**config.mk**
```make
export PLATFORM = sky130hd
export DESIGN_NAME = depth_roi_speed_limiter
export DESIGN_NICKNAME = d
export VERILOG_FILES = /design/src/rtl/drsl_pkg.sv /design/src/rtl/depth_roi_speed_limiter.sv
export SDC_FILE = /design/constraint.sdc
export NUM_CORES = 2
export LEC_CHECK = 0
export BUFFER_PORTS_ARGS = -buffer_cell sky130_fd_sc_hd__clkbuf_2
export CAP_MARGIN = 20
export CELL_PAD_IN_SITES_DETAIL_PLACEMENT = 1
export CELL_PAD_IN_SITES_GLOBAL_PLACEMENT = 1
export CORE_MARGIN = 2
export CORE_UTILIZATION = 51
export CTS_CLUSTER_DIAMETER = 200
export DETAILED_ROUTE_END_ITERATION = 8
export PLACE_DENSITY = 0.83
export RECOVER_POWER = 100
export SLEW_MARGIN = 10
export SYNTH_ARGS = -nofsm -noshare
export SYNTH_HDL_FRONTEND = slang
export SYNTH_SLANG_ARGS = --single-unit
```
**constraint.sdc**
```tcl
create_clock -name i_clk -period 11.55 [get_ports i_clk]
set_input_delay 0.5775 -clock i_clk [delete_from_list [all_inputs] [get_ports i_clk]]
set_output_delay 0.5775 -clock i_clk [all_outputs]
set_load 0.02 [all_outputs]
```
**src/rtl/drsl_pkg.sv**
```systemverilog
// ----------------------------------------------------------------------------
// drsl_pkg
// Types and codes shared by the depth region speed limiter.
// ----------------------------------------------------------------------------
package drsl_pkg;

    localparam int DIM_W  = 12;
    localparam int RAT_W  = 9;
    localparam int MM_W   = 16;
    localparam int SPD_W  = 16;
    localparam int CFG_IW = 3;
    localparam int CFG_DW = 16;

    typedef enum logic [1:0] {
        CMD_PIXEL = 2'd0,
        CMD_VEL   = 2'd1,
        CMD_TICK  = 2'd2,
        CMD_NONE  = 2'd3
    } t_cmd;

    typedef enum logic [CFG_IW-1:0] {
        CFG_IMAGE_WIDTH  = 3'd0,
        CFG_IMAGE_HEIGHT = 3'd1,
        CFG_ROI_W_RATIO  = 3'd2,
        CFG_ROI_H_RATIO  = 3'd3,
        CFG_STOP_DIST    = 3'd4,
        CFG_SLOW_DIST    = 3'd5,
        CFG_MIN_VALID    = 3'd6,
        CFG_TIMEOUT      = 3'd7
    } t_cfg_idx;

    typedef enum logic {
        RES_REPORT = 1'b0,
        RES_CMD    = 1'b1
    } t_res_kind;

    typedef struct packed {
        logic [1:0]             cmd;
        logic [MM_W-1:0]        depth_mm;
        logic signed [SPD_W-1:0] linear_x_in;
    } t_in_item;

    typedef struct packed {
        logic                    result_kind;
        logic [MM_W-1:0]         nearest_mm;
        logic                    obstacle_seen;
        logic signed [SPD_W-1:0] linear_x_out;
        logic                    forward_stopped;
    } t_out_item;

endpackage

```
**src/rtl/depth_roi_speed_limiter.sv**
```systemverilog
// ----------------------------------------------------------------------------
// depth_roi_speed_limiter
// Tracks the nearest valid depth in a centred region of each frame and
// limits forward speed commands by that distance and its age.
// ----------------------------------------------------------------------------
// A tick or unused code is handled in idle. A pixel passes S_PGEOM, S_PUPD
// if the frame size is nonzero, and S_EMIT if it ends a frame; a command
// passes S_CCHK, then S_CMUL and S_CDIV when scaled (one multiply, 31 divide
// steps through a shift-subtract unit), and S_EMIT, which registers the
// result once the output slot is free. Ready only when idle. Synchronous
// active-low reset restores defaults, clears counters and flags, sets minima to ones.
module depth_roi_speed_limiter #(
    parameter int MAX_WIDTH  = 2048,
    parameter int MAX_HEIGHT = 2048
) (
    input  logic                         i_clk,
    input  logic                         i_rst_n,
    input  logic                         i_in_valid,
    output logic                         o_in_ready,
    input  drsl_pkg::t_in_item           i_in_data,
    output logic                         o_out_valid,
    input  logic                         i_out_ready,
    output drsl_pkg::t_out_item          o_out_data,
    input  logic                         i_cfg_valid,
    output logic                         o_cfg_ready,
    input  logic [drsl_pkg::CFG_IW-1:0]  i_cfg_index,
    input  logic [drsl_pkg::CFG_DW-1:0]  i_cfg_data
);
    import drsl_pkg::*;

    localparam int LIM_W = 14;
    localparam logic [LIM_W-1:0] MAX_W_L = LIM_W'(MAX_WIDTH);
    localparam logic [LIM_W-1:0] MAX_H_L = LIM_W'(MAX_HEIGHT);
    localparam int NUM_W = 31;
    localparam logic [4:0] DIV_LAST = 5'(NUM_W - 1);

    typedef enum logic [2:0] {
        S_IDLE, S_PGEOM, S_PUPD, S_CCHK, S_CMUL, S_CDIV, S_EMIT
    } t_state;

    t_state r_state;

    // configuration
    logic [DIM_W-1:0] r_img_w, r_img_h;
    logic [RAT_W-1:0] r_rat_w, r_rat_h;
    logic [MM_W-1:0]  r_stop, r_slow, r_min_valid, r_timeout;

    // frame state
    logic [DIM_W-1:0] r_col, r_row;
    logic [MM_W-1:0]  r_run_min, r_lat_near, r_ticks;
    logic             r_run_found, r_lat_found, r_frame_seen;

    // item and working registers
    logic [MM_W-1:0]          r_depth;
    logic signed [SPD_W-1:0]  r_lin;
    logic [DIM_W-1:0]         r_roi_w, r_roi_h;
    logic [NUM_W-1:0]         r_num;
    logic [MM_W-1:0]          r_den, r_rem;
    logic [4:0]               r_cnt;
    t_out_item                r_res;
    t_out_item                r_out;
    logic                     r_out_valid;

    // geometry
    logic [DIM_W-1:0]         w_c, h_c;
    logic [DIM_W+RAT_W-1:0]   prod_w, prod_h;
    logic [DIM_W:0]           len_w, len_h;
    logic [DIM_W-1:0]         roi_w, roi_h, x0, y0;
    logic                     in_roi, pix_valid, row_end, frame_end;
    logic [MM_W-1:0]          new_min;

    // command
    logic                     v_pos, depth_fresh;
    logic [MM_W:0]            rem_sh;
    logic                     q_bit;
    logic [MM_W-1:0]          rem_nx;
    logic [NUM_W-1:0]         num_nx;
    logic                     slot_free;

    always_comb begin
        w_c = ({2'b00, r_img_w} > MAX_W_L) ? MAX_W_L[DIM_W-1:0] : r_img_w;
        h_c = ({2'b00, r_img_h} > MAX_H_L) ? MAX_H_L[DIM_W-1:0] : r_img_h;

        prod_w = (DIM_W+RAT_W)'(w_c) * (DIM_W+RAT_W)'(r_rat_w);
        prod_h = (DIM_W+RAT_W)'(h_c) * (DIM_W+RAT_W)'(r_rat_h);
        len_w  = prod_w[DIM_W+RAT_W-1:8];
        len_h  = prod_h[DIM_W+RAT_W-1:8];
        if (len_w == '0) begin
            roi_w = DIM_W'(1);
        end else if (len_w > {1'b0, w_c}) begin
            roi_w = w_c;
        end else begin
            roi_w = len_w[DIM_W-1:0];
        end
        if (len_h == '0) begin
            roi_h = DIM_W'(1);
        end else if (len_h > {1'b0, h_c}) begin
            roi_h = h_c;
        end else begin
            roi_h = len_h[DIM_W-1:0];
        end

        x0 = (w_c - r_roi_w) >> 1;
        y0 = (h_c - r_roi_h) >> 1;
        pix_valid = (r_depth != '0) && (r_depth >= r_min_valid);
        in_roi = (r_col >= x0) && ({1'b0, r_col} < ({1'b0, x0} + {1'b0, r_roi_w}))
              && (r_row >= y0) && ({1'b0, r_row} < ({1'b0, y0} + {1'b0, r_roi_h}));
        new_min = (!r_run_found || r_depth < r_run_min) ? r_depth : r_run_min;
        row_end   = ({1'b0, r_col} + 13'd1) >= {1'b0, w_c};
        frame_end = row_end && (({1'b0, r_row} + 13'd1) >= {1'b0, h_c});

        v_pos       = !r_lin[SPD_W-1] && (r_lin != '0);
        depth_fresh = r_frame_seen && (r_ticks < r_timeout);

        rem_sh = {r_rem, r_num[NUM_W-1]};
        q_bit  = rem_sh >= {1'b0, r_den};
        rem_nx = q_bit ? MM_W'(rem_sh - {1'b0, r_den}) : rem_sh[MM_W-1:0];
        num_nx = {r_num[NUM_W-2:0], q_bit};

        slot_free = !r_out_valid || i_out_ready;
    end

    assign o_in_ready  = (r_state == S_IDLE);
    assign o_cfg_ready = 1'b1;
    assign o_out_valid = r_out_valid;
    assign o_out_data  = r_out;

    always_ff @(posedge i_clk) begin
        if (!i_rst_n) begin
            r_state      <= S_IDLE;
            r_img_w      <= 12'd640;
            r_img_h      <= 12'd480;
            r_rat_w      <= 9'd102;
            r_rat_h      <= 9'd128;
            r_stop       <= 16'd450;
            r_slow       <= 16'd1000;
            r_min_valid  <= 16'd150;
            r_timeout    <= 16'd1000;
            r_col        <= '0;
            r_row        <= '0;
            r_run_min    <= '1;
            r_run_found  <= 1'b0;
            r_lat_near   <= '1;
            r_lat_found  <= 1'b0;
            r_frame_seen <= 1'b0;
            r_ticks      <= '0;
            r_out_valid  <= 1'b0;
        end else begin
            if (i_cfg_valid) begin
                unique case (t_cfg_idx'(i_cfg_index))
                    CFG_IMAGE_WIDTH:  r_img_w     <= i_cfg_data[DIM_W-1:0];
                    CFG_IMAGE_HEIGHT: r_img_h     <= i_cfg_data[DIM_W-1:0];
                    CFG_ROI_W_RATIO:  r_rat_w     <= i_cfg_data[RAT_W-1:0];
                    CFG_ROI_H_RATIO:  r_rat_h     <= i_cfg_data[RAT_W-1:0];
                    CFG_STOP_DIST:    r_stop      <= i_cfg_data;
                    CFG_SLOW_DIST:    r_slow      <= i_cfg_data;
                    CFG_MIN_VALID:    r_min_valid <= i_cfg_data;
                    CFG_TIMEOUT:      r_timeout   <= i_cfg_data;
                    default: ;
                endcase
            end

            if (r_out_valid && i_out_ready && (r_state != S_EMIT)) begin
                r_out_valid <= 1'b0;
            end

            unique case (r_state)
                S_IDLE: begin
                    if (i_in_valid) begin
                        r_depth <= i_in_data.depth_mm;
                        r_lin   <= i_in_data.linear_x_in;
                        unique case (t_cmd'(i_in_data.cmd))
                            CMD_PIXEL: r_state <= S_PGEOM;
                            CMD_VEL:   r_state <= S_CCHK;
                            CMD_TICK: begin
                                if (r_ticks != '1) begin
                                    r_ticks <= r_ticks + 16'd1;
                                end
                            end
                            default: ;
                        endcase
                    end
                end
                S_PGEOM: begin
                    r_roi_w <= roi_w;
                    r_roi_h <= roi_h;
                    r_state <= ((w_c == '0) || (h_c == '0)) ? S_IDLE : S_PUPD;
                end
                S_PUPD: begin
                    r_state <= S_IDLE;
                    if (row_end) begin
                        r_col <= '0;
                        if (frame_end) begin
                            r_row        <= '0;
                            r_lat_found  <= r_run_found || (in_roi && pix_valid);
                            r_lat_near   <= (in_roi && pix_valid) ? new_min : r_run_min;
                            r_frame_seen <= 1'b1;
                            r_ticks      <= '0;
                            r_run_min    <= '1;
                            r_run_found  <= 1'b0;
                            r_res.result_kind     <= RES_REPORT;
                            r_res.nearest_mm      <= (in_roi && pix_valid) ? new_min
                                                                          : r_run_min;
                            r_res.obstacle_seen   <= r_run_found || (in_roi && pix_valid);
                            r_res.linear_x_out    <= '0;
                            r_res.forward_stopped <= 1'b0;
                            r_state               <= S_EMIT;
                        end else begin
                            r_row <= r_row + 12'd1;
                            if (in_roi && pix_valid) begin
                                r_run_min   <= new_min;
                                r_run_found <= 1'b1;
                            end
                        end
                    end else begin
                        r_col <= r_col + 12'd1;
                        if (in_roi && pix_valid) begin
                            r_run_min   <= new_min;
                            r_run_found <= 1'b1;
                        end
                    end
                end
                S_CCHK: begin
                    r_res.result_kind   <= RES_CMD;
                    r_res.nearest_mm    <= '0;
                    r_res.obstacle_seen <= 1'b0;
                    r_state             <= S_EMIT;
                    priority if (!v_pos) begin
                        r_res.linear_x_out    <= r_lin;
                        r_res.forward_stopped <= 1'b0;
                    end else if (!depth_fresh) begin
                        r_res.linear_x_out    <= '0;
                        r_res.forward_stopped <= 1'b1;
                    end else if (!r_lat_found) begin
                        r_res.linear_x_out    <= r_lin;
                        r_res.forward_stopped <= 1'b0;
                    end else if (r_lat_near <= r_stop) begin
                        r_res.linear_x_out    <= '0;
                        r_res.forward_stopped <= 1'b1;
                    end else if ((r_lat_near < r_slow) && (r_slow > r_stop)) begin
                        r_state <= S_CMUL;
                    end else begin
                        r_res.linear_x_out    <= r_lin;
                        r_res.forward_stopped <= 1'b0;
                    end
                end
                S_CMUL: begin
                    r_num   <= NUM_W'(r_lin[SPD_W-2:0]) * NUM_W'(r_lat_near - r_stop);
                    r_den   <= r_slow - r_stop;
                    r_rem   <= '0;
                    r_cnt   <= '0;
                    r_state <= S_CDIV;
                end
                S_CDIV: begin
                    r_num <= num_nx;
                    r_rem <= rem_nx;
                    r_cnt <= r_cnt + 5'd1;
                    if (r_cnt == DIV_LAST) begin
                        r_res.linear_x_out    <= num_nx[SPD_W-1:0];
                        r_res.forward_stopped <= (num_nx == '0);
                        r_state               <= S_EMIT;
                    end
                end
                S_EMIT: begin
                    if (slot_free) begin
                        r_out       <= r_res;
                        r_out_valid <= 1'b1;
                        r_state     <= S_IDLE;
                    end
                end
                default: r_state <= S_IDLE;
            endcase
        end
    end

    a_den_nonzero: assert property (@(posedge i_clk) disable iff (!i_rst_n)
        (r_state == S_CDIV) |-> (r_den != '0))
        else $error("divide with zero band");

    a_rem_bound: assert property (@(posedge i_clk) disable iff (!i_rst_n)
        (r_state == S_CDIV) |-> (r_rem < r_den))
        else $error("divider remainder out of range");

    a_report_clean: assert property (@(posedge i_clk) disable iff (!i_rst_n)
        (o_out_valid && o_out_data.result_kind == RES_REPORT) |->
        (o_out_data.linear_x_out == '0 && !o_out_data.forward_stopped))
        else $error("report carries command fields");

    a_stop_zero: assert property (@(posedge i_clk) disable iff (!i_rst_n)
        (o_out_valid && o_out_data.forward_stopped) |-> (o_out_data.linear_x_out == '0))
        else $error("stopped command with nonzero speed");

endmodule
```
==> results.json <==
{
  "p_per_area_mw_per_mm2": 207,
  "final_cell_area_mm2": 0.0422,
  "worst_ep_arrival_time_ns": 9.85,
  "fillers": 8881,
  "timing.slew.headroom": -1.29,
  "coreArea_mm2": 0.0759,
  "clkLatencyLatePin_ns": 0.60,
  "synth_edf_count": 194,
  "synth_area_leaders": "sky130_fd_sc_hd__fa_1 20%, sky130_fd_sc_hd__edfxtp_1 15%, sky130_fd_sc_hd__ha_1 13%, sky130_fd_sc_hd__dfxtp_1 9.4%, sky130_fd_sc_hd__inv_1 6.1%",
  "cts_resized": 0,
  "num-nets-final": 5248,
  "fin_crit_sh": 0.824,
  "hold_path_depth": 1,
  "tritoncts_num_sinks": 379,
  "min_from": "i_in_data[13]",
  "antenna_violations_before_repair": 2,
  "maximum_fanout_count_along_the_critical_path": 14,
  "tritoncts": "yes",
  "design.die.area_mm2": 0.0791,
  "cts.htree.levels": 2,
  "total_power_mw": 8.71,
  "detailedPlacementHpwl_um": 89100,
  "drtIter0Drc": 2073,
  "required_time_reported_for_the_critical_path_endpoint_ns": 11.88,
  "number_of_setup_violations_in_the_final_report": 0,
  "detail_route.wirelength_um": 119000,
  "element_type_at_the_critical_path_end": "register",
  "synthesis.nets": 5246,
  "ys_seq_elements": 379,
  "achievable-frequency_mhz": 105,
  "dieHeight_um": 281,
  "combinationalPowerShare": 0.621,
  "port-buffer-count": 94,
  "initial_utilization": 0.516,
  "setup.worst_path.class": "reg2reg",
  "synth_seq_area_share": 0.243,
  "synth_area_per_cell_um2": 8.92,
  "crit_buf_inv": 5,
  "route.vias.total": 32000,
  "async_reset_ff_frac": 0,
  "syn_std_cell_area_mm2": 0.0392,
  "period_needed_ns": 9.51,
  "power.internal_mw": 4.90,
  "synth.lib_cells_used.distinct": 87,
  "failed_checks": "max-capacitance violations, max-slew violations",
  "unrepaired_setup_endpoints_after_global_routing": "no",
  "clockRootBuffer": "sky130_fd_sc_hd__clkbuf_16",
  "worstMarginPinSlew_ns": 3.43,
  "holdBufCountCts": 0,
  "place.detailed.instances": 5375,
  "reg2reg_depth": 28,
  "grt_max_degree": 70,
  "worst-r2r-setup-slack_ns": 2.04,
  "synth_warnings": 0,
  "gr-usage-all-layers": 0.308,
  "holdPathEnd": "r_lin[13]",
  "clk_pin_slew_ns": 0.07,
  "first_pass_iters": 5,
  "placement.setup.worst_slack_ns": 2.35,
  "setup_tns_ns": 0,
  "min_path_type": "in2reg",
  "diodes": 0,
  "ioPinCount": 96,
  "timing.critical_path.slowest_cell_delay_ns": 0.84,
  "final.setup_skew_ns": 0.0175,
  "drive_gt1_frac": 0.0507,
  "ys_top_cells_by_count": "637 x sky130_fd_sc_hd__inv_1, 550 x sky130_fd_sc_hd__nand2_1, 405 x sky130_fd_sc_hd__ha_1, 389 x sky130_fd_sc_hd__fa_1, 245 x sky130_fd_sc_hd__a21oi_1",
  "yosys.cell_count.top_type": "sky130_fd_sc_hd__inv_1",
  "whs_ns": 0.148,
  "synth_largest_type_area_fraction": 0.199,
  "power.share.sequential": 0.198,
  "cp_common_cell": "sky130_fd_sc_hd__fa_1",
  "final_max_slew_viol_count": 467,
  "postLayoutCoreUtil": 0.555,
  "run_status": "complete, but fails checks",
  "placementRows": 101,
  "grt_first_pass_wirelength_um": 192000,
  "clockPowerShare": 0.182,
  "die-width_um": 281,
  "placed_cell_area_mm2": 0.0407,
  "timing.max_cap.violations": 12,
  "report.final.hold_viol_count": 0,
  "cts_inserted_buffers": 46,
  "cts_setup_buffers": 0,
  "synth_top_area_cell": "sky130_fd_sc_hd__fa_1",
  "crit_family": "adder cells",
  "layout_stage_area_growth_over_the_synthesis_result_pct": 7.59,
  "avgViaCountPerCell": 5.86,
  "critPathLaunchType": "register",
  "sw_frac_of_total": 0.437,
  "wl_per_cell_um": 21.8,
  "final_critical_path_setup_slack_ns": 2.04,
  "cts_buffer_depth": 3,
  "total_congestion_overflow_after_global_routing": 0,
  "drc": 0,
  "r2r_end": "r_num[30]",
  "ys.flop_type": "sky130_fd_sc_hd__edfxtp_1",
  "first_global_vias": 35200,
  "r2r_start": "r_stop[2]",
  "power.static_leakage_nw": 19.4,
  "layout.cells.non_filler": 5464,
  "final_antenna_net_count": 0,
  "slowest_stage": "sky130_fd_sc_hd__fa_1",
  "postSynthCellCount": 4394,
  "placer_s_final_routability_congestion_estimate": 0.876,
  "netSwitchingPower_mw": 3.80,
  "worst_ir_drop_vdd_mv": 0.392
}
[how the worst max path moves through the flow]
stage,depth (start not counted),end,slack [ns],from
floorplan,33,r_num[29],3.52,r_stop[1]
global placement,31,r_num[29],2.81,r_stop[2]
detailed placement,28,r_num[30],2.35,r_stop[2]
CTS,28,r_num[30],2.23,r_stop[2]
global route,29,r_lat_near[1],1.31,r_img_h[11]
finish,28,r_num[30],2.04,r_stop[2]
[per-layer routing]
metal / up-vias / share of wire / GRT usage
met5: - / 0 / 0
met4: 0 / 0.038 / 0.116
met3: 269 / 0.055 / 0.0374
met2: 939 / 0.49 / 0.531
met1: 16300 / 0.42 / 0.395
li1: 14500 / - / -
[logic make-up after synthesis]
logic type / count (synthesis) / share of synthesized area
AND/OR/NAND/NOR: 1455 / 0.182
buffers and inverters: 835 / 0.0810
adder cells (fa/ha/maj): 797 / 0.329
AO/OA/AOI/OAI: 736 / 0.121
flip-flops: 379 / 0.243
XOR/XNOR: 165 / 0.0371
multiplexers: 26 / 0.00664
other: 1 / 0.0000957
[power by group through the flow]
stage,combinational (mW),clock [mW],sequential [mW]
after floorplan,4.07,0,1.72
after global placement,5.01,0,1.74
after detailed placement,5.31,0,1.74
after CTS,5.39,1.60,1.72
after global routing,6.08,1.65,1.72
final,5.41,1.58,1.72
[layout by cell type, fill, tap and decap left out, drive strengths merged, types with 8 or more instances in the layout]
cell type | Yosys | routed
inv | 637 | 640
nand2 | 550 | 550
ha | 405 | 405
fa | 389 | 389
a21oi | 246 | 246
and2 | 227 | 227
nor2 | 198 | 198
edfxtp | 194 | 194
dfxtp | 185 | 185
clkbuf | 182 | 169
o21ai | 142 | 142
a21o | 100 | 100
nand3 | 100 | 100
xnor2 | 96 | 96
nor3 | 82 | 82
xor2 | 69 | 69
nor2b | 66 | 66
nand2b | 60 | 60
nor4 | 47 | 47
buf | 16 | 40
o211ai | 35 | 35
nand4 | 33 | 33
o31ai | 32 | 32
o21a | 30 | 30
mux2i | 26 | 26
a211oi | 21 | 21
and3 | 20 | 20
nand3b | 18 | 18
a22o | 17 | 17
o221a | 16 | 16
clkinv | 0 | 16
a21boi | 14 | 14
or4 | 14 | 14
a31oi | 14 | 14
or3 | 13 | 13
and2b | 8 | 8
[cell type report]
class | count | area (um^2) | area share
clock inverters | 29 | 318 | 0.00754
clock buffers | 57 | 1320 | 0.0312
well taps | 1030 | 1290 | 0.0306
flip-flops and latches | 379 | 9530 | 0.226
repair buffers | 152 | 783 | 0.0186
multi-input cells | 3180 | 26500 | 0.629
inverters | 637 | 2390 | 0.0567
(Power assumes the default switching activity.)
